### src/rtl/sarc_div_cell.sv
// One cell of the restoring divider chain: settles one quotient bit per lane.
`default_nettype none

module sarc_div_cell #(
  parameter int LANES = 1,
  parameter int SHIFT = 0,
  parameter int QW    = 32,
  parameter int SB_W  = 1
) (
  input  logic                   clk,
  input  logic                   rst_n,
  input  logic                   en,
  input  logic                   in_vld,
  input  logic [LANES-1:0][63:0] in_rem,
  input  logic [LANES-1:0][63:0] in_den,
  input  logic [LANES-1:0][QW-1:0] in_quo,
  input  logic [SB_W-1:0]        in_sb,
  output logic                   out_vld,
  output logic [LANES-1:0][63:0] out_rem,
  output logic [LANES-1:0][63:0] out_den,
  output logic [LANES-1:0][QW-1:0] out_quo,
  output logic [SB_W-1:0]        out_sb
);

  logic                     vld_r;
  logic [LANES-1:0][63:0]   rem_r, rem_nxt;
  logic [LANES-1:0][63:0]   den_r;
  logic [LANES-1:0][QW-1:0] quo_r, quo_nxt;
  logic [SB_W-1:0]          sb_r;
  logic [LANES-1:0][95:0]   dsh;
  logic [LANES-1:0]         fits;

  always_comb begin
    for (int l = 0; l < LANES; l++) begin
      dsh[l]     = {32'd0, in_den[l]} << SHIFT;
      fits[l]    = {32'd0, in_rem[l]} >= dsh[l];
      rem_nxt[l] = fits[l] ? (in_rem[l] - dsh[l][63:0]) : in_rem[l];
      quo_nxt[l] = fits[l] ? (in_quo[l] | (QW'(1) << SHIFT)) : in_quo[l];
    end
  end

  always_ff @(posedge clk) begin
    if (!rst_n) begin
      vld_r <= 1'b0;
    end else if (en) begin
      vld_r <= in_vld;
    end
  end

  always_ff @(posedge clk) begin
    if (en) begin
      rem_r <= rem_nxt;
      den_r <= in_den;
      quo_r <= quo_nxt;
      sb_r  <= in_sb;
    end
  end

  assign out_vld = vld_r;
  assign out_rem = rem_r;
  assign out_den = den_r;
  assign out_quo = quo_r;
  assign out_sb  = sb_r;

endmodule

`default_nettype wire
### config.mk
export PLATFORM = sky130hd
export DESIGN_NAME = sarc_div_cell
export DESIGN_NICKNAME = d
export VERILOG_FILES = /design/src/rtl/sarc_div_cell.sv
export SDC_FILE = /design/constraint.sdc
export NUM_CORES = 1
export LEC_CHECK = 0
export BUFFER_PORTS_ARGS = -buffer_cell sky130_fd_sc_hd__buf_2
export CAP_MARGIN = 0
export CORE_MARGIN = 4
export CORE_UTILIZATION = 50
export DETAILED_ROUTE_END_ITERATION = 6
export PLACE_DENSITY = 0.79
export SLEW_MARGIN = 20
export SYNTH_ARGS = -nofsm -noshare
export SYNTH_HDL_FRONTEND = slang
export SYNTH_SLANG_ARGS = --single-unit
### constraint.sdc
create_clock -name clk -period 6.1 [get_ports clk]
set_clock_uncertainty 0.05 [all_clocks]
set_input_delay 0.915 -clock clk [delete_from_list [all_inputs] [get_ports clk]]
set_output_delay 0.915 -clock clk [all_outputs]
set_load 0.03 [all_outputs]
==> results of run 1 <==
## final timing paths
check | startpoint | end | cells after the start
min | out_vld | out_vld | 2
max reg2reg | out_vld | out_vld | 2
min reg2reg | out_vld | out_vld | 2
max | in_den[8] | out_rem[4] | 13
## final cells by class
type / instances / area (um^2)
repair buffers: 330 / 1670
well taps: 260 / 325
clock buffers: 18 / 429
clock inverters: 14 / 145
flip-flops and latches: 162 / 4850
inverters: 85 / 319
multi-input cells: 657 / 4380
fillers: 1604 / 6770
## power groups by stage
stage | Combinational, W | Sequential [W] | Clock [W]
after floorplan | 0.000446 | 0.00166 | 0
after global placement | 0.000983 | 0.00142 | 0
after detailed placement | 0.000998 | 0.00142 | 0
after CTS | 0.00100 | 0.00140 | 0.00108
after global routing | 0.00109 | 0.00140 | 0.00114
final | 0.00101 | 0.00139 | 0.00107
## state kept, by name, summed over array words and instances (netlist names)
name and count:
out_den 64, out_rem 64, out_quo 32, out_sb 1, out_vld 1
## per-stage QoR
stage / total power, W / cells / instance area [um^2]
floorplan: 0.00211 / 933 / 9690
global placement: 0.00240 / 1494 / 11600
detailed placement: 0.00242 / 1494 / 11600
CTS: 0.00348 / 1526 / 12100
global route: 0.00363 / 1526 / 12100
finish: 0.00347 / 1526 / 12100
## synthesized netlist by cell type, types with 12 or more instances
cell and instances:
a21o_1 27, a21oi_1 117, a31oi_1 15, clkbuf_1 17, edfxtp_1 161, ha_1 64
inv_1 83, mux2_1 14, nand2_1 54, nand3_1 14, nand4_1 16, nor2_1 92
nor3_1 17, o21a_1 12, o21ai_0 39, xnor2_1 35, xor2_1 22
## critical path: stages
cell	delay, ns
buf_2	0.09
inv_1	0.04
ha_1	0.37
nand2_1	0.16
or4_1	0.55
a31o_1	0.27
a2111oi_4	0.37
nor3_1	0.14
a31oi_4	0.27
nor3_1	0.14
o31ai_4	0.24
buf_4	0.58
mux2_1	0.40
## layout by cell type, fill, tap and decap left out, types with 22 or more instances in the layout
cell and n:
nand2_1 54, a21oi_1 117, inv_1 83, o21ai_0 39, xor2_1 22, edfxtp_1 161, nor2_1 92, buf_2 325
a21o_1 27, ha_1 64, xnor2_1 35
## kinds of logic after synthesis
| logic type | count (synthesis) | share of synthesized area [%] |
|---|---|---|
| AO/OA/AOI/OAI | 278 | 17.9 |
| XOR/XNOR | 57 | 5.15 |
| adder cells (fa/ha/maj) | 65 | 8.47 |
| buffers and inverters | 114 | 4.79 |
| flip-flops | 162 | 50.1 |
| multiplexers | 18 | 2.07 |
| AND/OR/NAND/NOR | 239 | 11.5 |
## layer usage
metal	vias up	part of all wire [%]
met2	346	48
met4	4	1.7
met1	3949	42
li1	4079	-
met5	-	0.052
met3	36	8.3
==> flow_summary.yaml, run 1 <==
timing:
  maxSlewHeadroom_pct: 30.7
  fmax_mhz: 225
  report.final.slew_viol_count: 0
  hold_violations: 0
  worstMarginPinSlew_ns: 1.03
  setup_viol: 0
  setup_slack_ns: 1.65
  rsz0062_at_grt: "false"
  period_share_pct: 73.0
  final.min_clock_period_ns: 4.45
  tns_ns: 0
  hold_ws_ns: 0.489
power:
  peakVddDrop_v: 0.000193
  internal_power_w: 0.00228
  powerDensity_mw_per_mm2: 286
  leakage_nw: 5.41
  power.switching_w: 0.00119
  seq_power_share_pct: 40.2
  clkPwrFrac_pct: 30.7
  combPwrFrac_pct: 29.1
  switching_share_pct: 34.3
setup_path:
  path_max_fanout: 64
  endpoint_kind: "flop"
  crit_arrival_ns: 4.58
  ff2ff_setup_slack_ns: 5.45
  worstSetupPathType: "primary input to flop"
  worst_setup_path_start_kind: "primary input"
  required_ns: 6.23
grt:
  grt_pass1_vias: 8076
  antenna_found_initial: 2
  grt_use_met3_pct: 6.35
  grt_use_total_pct: 23.8
  grtUsageMet1_pct: 30.7
  grt_max_degree: 74
  busiest_layer: "met2"
  met2_usage_pct: 40.0
  grt_overflow: 0
  grt_pass1_wl_um: 41400
synth:
  postSynthAreaPerCell_um2: 10.4
  synthArstFlopShare_pct: 0
  syn-cell-area_mm2: 0.00969
  ys_seq_elements: 162
  synthCells: 933
  yosys_warnings: 0
  synth.area.top_cells: "edfxtp_1, ha_1, a21oi_1"
  syn_nets: 1163
  synth_top_area_share_pct: 49.9
  synth_seq_area_share_pct: 50.1
  ys_types: 68
  synth_area_leader_cell: "edfxtp_1"
  synth_flop_cell: "edfxtp_1"
  synth_edf_count: 161
detailed_routing:
  wl_um: 26900
  drc_errors: 0
  drt-pass1-iter-count: 5
  drtAntennaViolNets: 0
  vias: 8414
  wl_per_cell_um: 17.6
  dr.first_iter.drc_count: 651
  viasPerCell: 5.51
floorplan:
  die_x_um: 147
  initial_core_util_pct: 51.3
  die_h_um: 147
  core_area_mm2: 0.0189
  die_area_mm2: 0.0217
  boundaryPins: 327
  rows: 50
cts:
  clock_latency_ns: 0.43
  clk_pin_slew_ns: 0.07
  postCtsSetupBuffers: 0
  cts_buffer_depth: 2
  numCtsBuffers: 17
  cts.hold.buffers_added: 0
  cts_tree: "yes"
  cts-resized-gates: 0
  clkSinkCount: 162
  htreeDepth: 4
  root_buffer: "clkbuf_16"
flow_run:
  cap_violations: 0
placed_design:
  place.gp.congestion: 0.889
  dp_hpwl_um: 21000
  port_buffers: 326
  dp_slack_ns: 1.23
worst_hold_path:
  worstHoldPathType: "flop to flop"
layout:
  syn_to_final_growth_pct: 25.1
  drive_gt1_share_pct: 29.6
  n_antenna_cell: 0
  fin_util_pct: 64.2
  final_nets: 1483
outcome:
  status: "finished clean"
No activity file was read; power rests on OpenSTA's default activity.
==> run 2: changes to the inputs <==
CORE_UTILIZATION = 46   (was 50)
PLACE_DENSITY = 0.77   (was 0.79)
clock period = 3.8 ns   (was 6.1 ns; I/O delays follow)
==> run 2 against run 1 <==
Compared with the run above: the run now ends with design-rule violations left; critical path depth increased by 1; highest routed layer unchanged; sequential power increased by 61%; combinational power increased by 71%.
==> flow_summary.yaml, run 2 (same netlist as run 1, synthesis figures left out) <==
outcome:
  status: "finished, violations left"
  violations: "design-rule violations"
timing:
  hold_ws_ns: 0.258
  worstMarginPinSlew_ns: 0.599
  report.final.slew_viol_count: 0
  maxSlewHeadroom_pct: 59.7
  tns_ns: 0
  final.min_clock_period_ns: 3.60
  setup_slack_ns: 0.204
  hold_violations: 0
  setup_viol: 0
  fmax_mhz: 278
  period_share_pct: 94.6
  rsz0062_at_grt: "false"
setup_path:
  slowest_delay_ns: 0.47
  worst_setup_path_start_kind: "primary input"
  worst-path-buf-inv: 3
  slowest_stage: "or4_1"
  worstSetupPathType: "primary input to flop"
  endpoint_kind: "flop"
  worst_path_dominant_cell_family: "compound AO/OA/AOI/OAI gates"
  crit_chain: "buf_2, ha_1, a21oi_1, o22ai_1, or4_1, a21oi_1, buf_4, nor4_1, o21ai_1, a21boi_1, a2111oi_1, buf_4, xnor2_1, mux2_2"
  required_ns: 3.94
  path_max_fanout: 5
  crit_arrival_ns: 3.74
power:
  combPwrFrac_pct: 30.4
  power.switching_w: 0.00195
  leakage_nw: 5.72
  switching_share_pct: 34.2
  internal_power_w: 0.00374
  seq_power_share_pct: 39.4
  peakVddDrop_v: 0.000301
  clkPwrFrac_pct: 30.2
  powerDensity_mw_per_mm2: 451
detailed_routing:
  wl_um: 28300
  viasPerCell: 5.40
  dr.first_iter.drc_count: 678
  wl_per_cell_um: 17.7
  drtAntennaViolNets: 0
  drc_errors: 1
  drt-pass1-iter-count: 7
  vias: 8636
floorplan:
  core_area_mm2: 0.0205
  die_h_um: 153
  die_x_um: 153
  boundaryPins: 327
  initial_core_util_pct: 47.3
  rows: 52
  die_area_mm2: 0.0235
cts:
  clkSinkCount: 162
  cts-resized-gates: 0
  cts_tree: "yes"
  postCtsSetupBuffers: 0
  root_buffer: "clkbuf_16"
  cts_buffer_depth: 2
  clk_pin_slew_ns: 0.07
  numCtsBuffers: 17
  clock_latency_ns: 0.43
  htreeDepth: 4
  cts.hold.buffers_added: 0
grt:
  grt_pass1_wl_um: 44100
  grt_use_total_pct: 23.4
  grt_pass1_vias: 8567
  grt_max_degree: 62
  grt_overflow: 0
  antenna_found_initial: 4
layout:
  n_antenna_cell: 0
  syn_to_final_growth_pct: 30.3
  fillers: 1756
  drive_gt1_share_pct: 32.9
  mostFrequentLayoutCell: "buf_2"
  final_nets: 1545
  multiInputGateArea_mm2: 0.00438
  final_cell_mix: "buf_2, edfxtp_1, a21oi_1, nor2_1, inv_1"
  seqCellArea_mm2: 0.00485
  final_cell_area_mm2: 0.0126
placed_design:
  place_area_mm2: 0.0121
  dp_slack_ns: -0.172
  dp_hpwl_um: 22200
  place.gp.congestion: 0.910
  port_buffers: 326
flow_run:
  cap_violations: 0
worst_hold_path:
  worstHoldPathType: "primary input to flop"
[run 2: changes by cell type in the layout (fill, tap and decap cells not counted), sizes merged]
| cell | change |
|---|---|
| buf | +62 |
| clkinv | +1 |
| clkinvlp | -1 |
[run 2: stage by stage]
step | total power [W] | utilization [%] | instances
after floorplan | 0.00339 | - | 933
after global placement | 0.00396 | 58.8 | 1566
after detailed placement | 0.00399 | 58.8 | 1566
after CTS | 0.00571 | 61.6 | 1598
after global routing | 0.00595 | 61.6 | 1598
final | 0.00569 | 61.6 | 1598
[run 2: area by class of cell]
type | instances | area share, %
Sequential cell | 162 | 38.4
Inverter | 85 | 2.53
Tap cell | 270 | 2.68
Multi-Input combinational cell | 657 | 34.7
Timing Repair Buffer | 392 | 17.1
Clock inverter | 14 | 1.14
Clock buffer | 18 | 3.40
[run 2: layer usage]
metal / up-vias / routed length (um) / track usage, %
met3: 56 / 2630 / 7.07
met2: 397 / 13300 / 38.5
met1: 3980 / 11700 / 30.1
met4: 8 / 527 / 6.83
li1: 4195 / - / -
met5: - / 49 / 0
[run 2: final timing paths]
check	startpoint	endpoint	slack [ns]	cells past startpoint
max	in_rem[6]	out_rem[59]	0.20	14
min	in_quo[3]	out_quo[3]	0.26	1
max reg2reg	out_vld	out_vld	3.14	2
min reg2reg	out_vld	out_vld	0.50	2
[run 2: power by group through the flow]
stage               combinational (W)  sequential [W]  clock, W
floorplan                    0.000716         0.00267         0
global placement              0.00169         0.00227         0
detailed placement            0.00171         0.00228         0
CTS                           0.00172         0.00224   0.00174
global route                  0.00187         0.00226   0.00183
finish                        0.00173         0.00224   0.00172
