### src/rtl/sarc_sqrt_cell.sv
// One cell of the integer square root chain: settles one root bit per lane.
`default_nettype none

module sarc_sqrt_cell #(
  parameter int LANES = 1,
  parameter int SHIFT = 0,
  parameter int SB_W  = 1
) (
  input  logic                   clk,
  input  logic                   rst_n,
  input  logic                   en,
  input  logic                   in_vld,
  input  logic [LANES-1:0][63:0] in_rem,
  input  logic [LANES-1:0][31:0] in_root,
  input  logic [SB_W-1:0]        in_sb,
  output logic                   out_vld,
  output logic [LANES-1:0][63:0] out_rem,
  output logic [LANES-1:0][31:0] out_root,
  output logic [SB_W-1:0]        out_sb
);

  logic                   vld_r;
  logic [LANES-1:0][63:0] rem_r, rem_nxt;
  logic [LANES-1:0][31:0] root_r, root_nxt;
  logic [SB_W-1:0]        sb_r;
  logic [LANES-1:0][65:0] inc;
  logic [LANES-1:0]       fits;

  // rem holds value - root^2; trying bit SHIFT costs (root << (SHIFT+1)) + 4^SHIFT
  always_comb begin
    for (int l = 0; l < LANES; l++) begin
      inc[l]      = ({34'd0, in_root[l]} << (SHIFT + 1)) + (66'd1 << (2 * SHIFT));
      fits[l]     = {2'b00, in_rem[l]} >= inc[l];
      rem_nxt[l]  = fits[l] ? (in_rem[l] - inc[l][63:0]) : in_rem[l];
      root_nxt[l] = fits[l] ? (in_root[l] | (32'd1 << SHIFT)) : in_root[l];
    end
  end

  always_ff @(posedge clk) begin
    if (!rst_n) begin
      vld_r <= 1'b0;
    end else if (en) begin
      vld_r <= in_vld;
    end
  end

  always_ff @(posedge clk) begin
    if (en) begin
      rem_r  <= rem_nxt;
      root_r <= root_nxt;
      sb_r   <= in_sb;
    end
  end

  assign out_vld  = vld_r;
  assign out_rem  = rem_r;
  assign out_root = root_r;
  assign out_sb   = sb_r;

endmodule

`default_nettype wire

### config.mk
export PLATFORM = sky130hd
export DESIGN_NAME = sarc_sqrt_cell
export DESIGN_NICKNAME = d
export VERILOG_FILES = /design/src/rtl/sarc_sqrt_cell.sv
export SDC_FILE = /design/constraint.sdc
export NUM_CORES = 1
export LEC_CHECK = 0
export ABC_AREA = 1
export BUFFER_PORTS_ARGS = -buffer_cell sky130_fd_sc_hd__buf_2
export CAP_MARGIN = 20
export CORE_MARGIN = 2
export CORE_UTILIZATION = 30
export CTS_CLUSTER_SIZE = 28
export DETAILED_ROUTE_END_ITERATION = 16
export PLACE_DENSITY = 0.53
export SYNTH_ARGS = -nofsm -noshare
export SYNTH_HDL_FRONTEND = slang
export SYNTH_SLANG_ARGS = --single-unit
### constraint.sdc
create_clock -name clk -period 2.8 [get_ports clk]
set_clock_uncertainty 0.1 [all_clocks]
set_input_delay 0.14 -clock clk [delete_from_list [all_inputs] [get_ports clk]]
set_output_delay 0.14 -clock clk [all_outputs]
set_load 0.1 [all_outputs]
==> metrics.md, run 1 <==
| Metric | Value |
|---|---|
| Pin count of the biggest net entering global routing | 62 |
| Count of flip-flops with a built-in enable after synthesis | 97 |
| Sequential element share of the synthesized area | approximately 38% |
| Max stage delay cell, worst path | sky130_fd_sc_hd__dlygate4sd3_1 |
| FF+latch area | 0.00293 mm2 |
| Total I/O pin count | 199 |
| Period utilisation layout | 94.0% |
| Clk slew on worst S/H paths | 0.07 ns |
| Critical Path Start Type | primary input |
| Run status | complete, no violations |
| CP most frequent cell | sky130_fd_sc_hd__nand2_1 |
| Via count of the first global-routing pass | 7562 |
| Floorplan die height | roughly 160 um |
| Critical-path maximum fanout | 4 |
| Sink of the worst hold path | out_root[0] |
| Area added between synthesis and finish | 31.6% |
| H-Tree Level Count | 3 |
| Switching Share | 46.1% |
| Share of layout cells above drive strength 1 | 21.1% |
| CP bufs+invs | 5 |
| Total of flip-flops plus latches after synthesis | 98 |
| Clock sinks | 98 |
| Proportion of synthesized flip-flops having asynchronous set or reset | 0% |
| Logic depth of the worst register-to-register path | 3 |
| Launching point of the worst reg2reg path | out_vld |
| Wire length after detailed routing | 27400 um |
| Cells after Synth | 1124 |
| Syn_area_per_cell | 6.88 um2 |
| Last weighted congestion value of the routability-driven placer | 0.885 |
| Sw power | 2490 uW |
| Number of nets with antenna violations after routing | 0 |
| CP endpoint kind | flop |
| Core area | between 0.02 and 0.03 mm2 |
| Max-cap check violation count | 0 |
| Share of the synthesized area in the top cell type | 37.6% |
| Number of iterations in the first detailed-routing pass | 6 |
| Net count of the finished layout | 1536 |
| Peak supply drop | 0.398 mV |
| Diode insertion count for antenna repair | 0 |
| Routed wire per std cell | 15.8 um |
| Clock insertion delay at the later pin of the skew report | 0.36 ns |
| Worst R2R Setup Slack | around 1.5 ns |
| Total global-route track usage | between 20 and 25% |
| Overflow after GRT | 0 |
| Critical path type | primary input to flop |
| Post-CTS Setup Inserts | 0 |
| Start point of the worst hold path | in_root[0] |
| Worst-case headroom to the max-slew limit | 57.8% |
| Arrival time reported for the critical path endpoint | 2.65 ns |
| Proportion of power drawn by the clock network | a little under a quarter |
| Sum Neg Setup Slack | 0 ns |
| Hold Path Stages | 3 |
| Clock root buffer | sky130_fd_sc_hd__clkbuf_16 |
| CTS tree | done |
| Setup violation total in the final timing report | 0 |
| Number of unique standard cell types used by synthesis | 31 |
| Area enclosed by the die boundary | 0.0271 mm2 |
| Post-Syn Nets | 1259 |
| Yosys warning total | 0 |
| Post-Place Worst Slack | 0.149 ns |
| Slew at the pin closest to its max-slew limit | 0.628 ns |
| Total power per unit cell area | roughly 530 mW/mm2 |
| Post-route minimum period | ~2.6 ns |
| Filler Cells Inserted | around 2700 |
| Peak per-stage delay on the critical path | ~0.53 ns |
| DP HPWL | 22100 um |
| Via count normalized by instance count | 4.49 |
| Placed cells | 1653 |
| Final standard cell count with taps included and fillers excluded | 1735 |
| Unrepaired setup endpoints after global routing | false |
| Hold Path Class | primary input to flop |
| Final Hold Viols | 0 |
| Maximum clock insertion buffer count | 2 |
| Iter 0 DRT Violations | between 500 and 600 |
| Cell taking the most area after synthesis | sky130_fd_sc_hd__edfxtp_1 |
| Final non-filler cell area | 0.0102 mm2 |
| Internal power | a little under 3000 uW |
| Flop pwr share | 34.3% |
| Number of slew-limit violations in the final report | 0 |
| Fraction of the core area covered by cells at the end of the flow | 40.3% |
| Leakage | about 0.0051 uW |
| Die Wd | 165 um |
| Via count | between 7000 and 8000 |
| Initial antenna violation count | 0 |
| Count of unresolved DRC violations after routing | 0 |
| Required arrival time at the worst endpoint | 2.82 ns |
| Max Clock Freq | 380 MHz |
| Most frequent cell after synthesis | sky130_fd_sc_hd__nand2_1 |
| Cts bufs inserted | 9 |
| Least setup slack across all paths after layout | 0.168 ns |
| Count of input and output buffers | 198 |
| Dominant synthesized flop cell | sky130_fd_sc_hd__edfxtp_1 |
| Most common library cells after synthesis | sky130_fd_sc_hd__nand2_1, sky130_fd_sc_hd__inv_1, sky130_fd_sc_hd__nor2_1, sky130_fd_sc_hd__edfxtp_1, sky130_fd_sc_hd__nand3_1 |
| Wire length of the first global-routing pass | 41300 um |
| Area after detailed placement | 0.00917 mm2 |
| Area used by multi-input combinational logic | approximately 0.0039 mm2 |
| Cell Chain, Critical Path | dlygate4sd3_1 > buf_2 > inv_1 > ha_1 > nand2_1 > inv_1 > nand2_1 > nand2_1 > inv_1 > nand3_1 > nand2_1 > nand3_1 > nand2_2 > nand2_1 > nand2_1 > a21oi_2 |
| Area of the mapped netlist | 0.00774 mm2 |
| Cell family contributing the most delay on the critical path | simple AND/OR/NAND/NOR gates |
| Combinational group share of total power | about 43% |
| Number of standard-cell rows in the floorplan | 58 |
| Starting density of the core | 30.6% |
| RR Endpoint | out_vld |
| Leading cell types by total area after synthesis | sky130_fd_sc_hd__edfxtp_1, sky130_fd_sc_hd__nand2_1, sky130_fd_sc_hd__inv_1, sky130_fd_sc_hd__nor2_1, sky130_fd_sc_hd__ha_1 |
==> worst reg2reg max path: stages (launching register included) <==
cell,delay [ns]
sky130_fd_sc_hd__dfxtp_1,0.31
sky130_fd_sc_hd__o21ai_0,0.14
sky130_fd_sc_hd__a21oi_1,0.05
sky130_fd_sc_hd__dlygate4sd3_1,0.56
==> flip-flops by register name, indices dropped and copies added (netlist names) <==
register	flops
out_rem	64
out_root	32
out_vld	1
out_sb	1
==> per-layer routing <==
layer  vias up  track usage, %  part of all wire, %
met3        25            2.94                  5.4
met4         0            4.86                  1.5
li1       4023               -                    -
met5         -               0                    0
met1      3502            28.8                   49
met2       233            32.1                   44
==> placed cells by master, fill, tap and decap left out, drive strengths merged, types with 29 or more instances in the layout <==
cell,n
buf,210
nand3,52
ha,33
o21ai,29
nor2,125
dlygate4sd3,64
nand2,443
edfxtp,97
a21oi,51
inv,219
==> what timing repair did <==
item,CTS,global route
gates resized for setup,0,14
setup endpoints to repair,0,56
hold endpoints to repair,63,0
hold buffers,64,0
==> area by class of cell <==
class / count / share of cell area [%]
sequential: 98 / 28.8
inverter: 217 / 8.05
multi-input combinational: 799 / 38.6
clock buffer: 9 / 2.21
clock inverter: 6 / 0.405
tap: 330 / 4.05
timing repair buffer: 276 / 17.9
==> power by group through the flow <==
stage                     registers [uW]  clock network [uW]  logic (uW)
after floorplan                     3030                   0         596
after global placement              1890                   0        2240
after detailed placement            1880                   0        2250
after CTS                           1850                1250        2320
after global routing                1870                1300        2470
final                               1850                1220        2330
==> how the worst max path moves through the flow <==
stage                   to  cells past startpoint   startpoint
3_5_place_dp   out_rem[21]                     16   in_root[0]
4_1_cts        out_rem[21]                     16  in_root[17]
2_1_floorplan  out_rem[10]                     15   in_root[0]
3_3_place_gp   out_rem[19]                     15    in_rem[1]
5_1_grt        out_rem[14]                     18   in_root[5]
6_report       out_rem[58]                     16   in_root[7]
==> per-stage QoR <==
stage                     hold slack [ns]  total power, uW
after floorplan                     0.133             3620
after global placement              0.217             4130
after detailed placement            0.219             4130
after CTS                          0.0170             5420
after global routing               0.0236             5640
final                              0.0134             5390
==> cell families after synthesis <==
family	share of synthesized area, %
buf+inv	11.8
xor+xnor	3.40
simple gates	33.8
compound gates	7.50
flops	37.9
fa+ha+maj	5.60
Power figures use the tool's default switching activity.
==> inputs of run 2 (changes only) <==
REMOVE_ABC_BUFFERS = 1   (was unset)
==> run 2 against run 1 <==
Effect of this change:
- global-route usage decreased by 0.37 points
- design area is 0.63% higher
- total power grew 3.2%
- routed wire length up 0.38%
- register-to-register slack is essentially flat
- flip-flop and latch count is the same
- worst hold slack gained 0.016 ns
- sequential share of layout area fell by 0.18 points
==> metrics.md, run 2 (synthesized netlist as in run 1, its figures left out) <==
| Metric | Value |
|---|---|
| Run status | complete, no violations |
| Iter 0 DRT Violations | 439 (-16%) |
| Via count normalized by instance count | 4.46 (-0.52%) |
| Core area | 0.0253 mm2 (unchanged) |
| Worst setup path endpoint | out_rem[23] |
| Area added between synthesis and finish | 32.4% |
| Count of unresolved DRC violations after routing | 0 (unchanged) |
| Max-cap check violation count | 0 (unchanged) |
| Most frequent cells in the layout | sky130_fd_sc_hd__nand2_1, sky130_fd_sc_hd__inv_1, sky130_fd_sc_hd__buf_2 |
| CP endpoint kind | flop |
| Max reg flops | 64 (unchanged) |
| Required arrival time at the worst endpoint | 2.80 ns (-0.02 ns) |
| Die Wd | 165 um (unchanged) |
| Clk slew on worst S/H paths | 0.07 ns (about the same) |
| Clock sinks | 98 (unchanged) |
| Peak supply drop | 0.327 mV (-18%) |
| Worst-case headroom to the max-slew limit | 58.2% (+0.37 points) |
| CP bufs+invs | 2 (-3) |
| Area enclosed by the die boundary | 0.0271 mm2 (unchanged) |
| Worst R2R Setup Slack | 1.53 ns (about the same) |
| Final Hold Viols | 0 (unchanged) |
| Overflow after GRT | 0 (unchanged) |
| Number of standard-cell rows in the floorplan | 58 (unchanged) |
| Share of layout cells above drive strength 1 | 20.7% (-0.40 points) |
| Routed wire per std cell | 15.8 um (+0.43%) |
| Commonest non-fill, non-tap cell in the layout | sky130_fd_sc_hd__nand2_1 |
| Period utilisation layout | 93.3% (-0.70 points) |
| Cell family contributing the most delay on the critical path | simple AND/OR/NAND/NOR gates |
| RR Endpoint | out_vld |
| Post-CTS Setup Inserts | 0 (unchanged) |
| CP most frequent cell | sky130_fd_sc_hd__nand2_1 |
| DP HPWL | 21700 um (-1.9%) |
| Initial antenna violation count | 1 (+1) |
| Leakage | 0.00508 uW (+0.30%) |
| Via count of the first global-routing pass | 7483 (-1.0%) |
| Max Clock Freq | 383 MHz (+0.75%) |
| Last weighted congestion value of the routability-driven placer | 0.890 (+0.56%) |
| Max stage delay cell, worst path | sky130_fd_sc_hd__dlygate4sd3_1 |
| Number of nets with antenna violations after routing | 0 (unchanged) |
| Launching point of the worst reg2reg path | out_vld |
| Filler Cells Inserted | 2721 (+1.6%) |
| Setup violation total in the final timing report | 0 (unchanged) |
| Unrepaired setup endpoints after global routing | false |
| Launching instance or port of the critical path | in_rem[2] |
| Starting density of the core | 30.6% (unchanged) |
| Critical Path Start Type | primary input |
| Critical-path maximum fanout | 7 (+3) |
| Number of iterations in the first detailed-routing pass | 5 (-1) |
| Hold Path Class | primary input to flop |
| H-Tree Level Count | 3 (unchanged) |
| Clock root buffer | sky130_fd_sc_hd__clkbuf_16 |
| Post-route minimum period | 2.61 ns (-0.0195 ns) |
| Crit. path cell count | 13 (-3) |
| Cts bufs inserted | 9 (unchanged) |
| Peak per-stage delay on the critical path | 0.53 ns (about the same) |
| Arrival time reported for the critical path endpoint | 2.62 ns (-0.03 ns) |
| Net count of the finished layout | 1533 (-0.20%) |
| Cell Chain, Critical Path | dlygate4sd3_1 > buf_2 > ha_1 > or2_2 > nand3_1 > nand2_1 > nand2_1 > nand2_2 > nand2_1 > nand2_1 > xor2_1 > nand2_1 > nand2_1 |
| Pin count of the biggest net entering global routing | 61 (-1.6%) |
| Clock insertion delay at the later pin of the skew report | 0.35 ns (about the same) |
| Sum Neg Setup Slack | 0 ns (unchanged) |
| Via count | 7738 (-0.58%) |
| Wire length of the first global-routing pass | 40700 um (-1.6%) |
| Logic depth of the worst register-to-register path | 3 (unchanged) |
| Total I/O pin count | 199 (unchanged) |
| Total global-route track usage | 19.8% (-0.37 points) |
| Slew at the pin closest to its max-slew limit | 0.628 ns (-0.000728 ns) |
| Count of input and output buffers | 198 (unchanged) |
| CTS tree | done |
| Hold WS | 0.0291 ns (+0.0157 ns) |
| Floorplan die height | 165 um (unchanged) |
| Number of slew-limit violations in the final report | 0 (unchanged) |
| Maximum clock insertion buffer count | 2 (unchanged) |
| Critical path type | primary input to flop |
| Total power per unit cell area | 543 mW/mm2 (+2.5%) |
| Wire length after detailed routing | 27500 um (+0.38%) |
run 2: cell count changes in the layout (fill, tap and decap cells not counted), sizes merged:
| cell | delta |
|---|---|
| inv | -1 |
| clkinvlp | +1 |
| clkinv | -2 |
| buf | -6 |
| diode | +1 |
| dlygate4sd3 | +2 |
| clkbuf | +2 |
| bufinv | +2 |
run 2: what timing repair did:
action	CTS	global route
hold buffers	66	0
endpoints found under the hold margin	65	0
resized for setup	0	12
setup endpoints to repair	0	39
run 2: layout make-up:
type | count | area [um2] | share of cell area, %
Sequential cell | 98 | 2930 | 28.6
Tap cell | 330 | 413 | 4.03
Multi-Input combinational cell | 799 | 3930 | 38.3
Antenna cell | 1 | 2.50 | 0.0244
Clock inverter | 6 | 88.8 | 0.867
Timing Repair Buffer | 273 | 1830 | 17.9
Clock buffer | 10 | 229 | 2.23
Inverter | 217 | 822 | 8.02
run 2: worst reg2reg max path: stages (launching register included):
cell	delay (ns)
sky130_fd_sc_hd__dfxtp_1	0.31
sky130_fd_sc_hd__o21ai_0	0.15
sky130_fd_sc_hd__a21oi_1	0.05
sky130_fd_sc_hd__dlygate4sd3_1	0.55
run 2: layer usage:
| layer | GRT usage, % | part of all wire (%) | vias up |
|---|---|---|---|
| li1 | - | - | 4029 |
| met1 | 28.6 | 50 | 3519 |
| met2 | 31.5 | 44 | 173 |
| met3 | 2.29 | 4.2 | 17 |
| met4 | 4.90 | 1.4 | 0 |
| met5 | 0 | 0 | - |
run 2: power by group:
group          internal [uW]  leakage (uW)  total [uW]  switching (uW)
Combinational            494       0.00398        2320            1830
Clock                    787      0.000149        1390             606
Sequential              1810      0.000958        1850            38.9
Total                   3090       0.00508        5560            2480
run 2: how the worst min path moves through the flow:
stage               slack (ns)          end  depth (start not counted)       start
finish                    0.03   out_rem[1]                          3   in_rem[1]
global route              0.04  out_rem[63]                          3  in_rem[63]
CTS                      0.006   out_rem[1]                          3   in_rem[1]
detailed placement        0.22       out_sb                          1       in_sb
global placement          0.22       out_sb                          1       in_sb
floorplan                 0.13      out_vld                          1          en
run 2: per-stage QoR:
step | total power, uW | instances | setup WS, ns | area, um2 | util (%)
2_1_floorplan | 3620 | 1114 | -0.0852 | 7640 | -
3_3_place_gp | 4130 | 1646 | 0.283 | 9110 | 36.1
3_5_place_dp | 4130 | 1646 | 0.259 | 9110 | 36.1
4_1_cts | 5620 | 1728 | 0.102 | 10100 | 40.0
5_1_grt | 5810 | 1733 | 0.0000580 | 10200 | 40.6
6_report | 5560 | 1734 | 0.187 | 10200 | 40.6
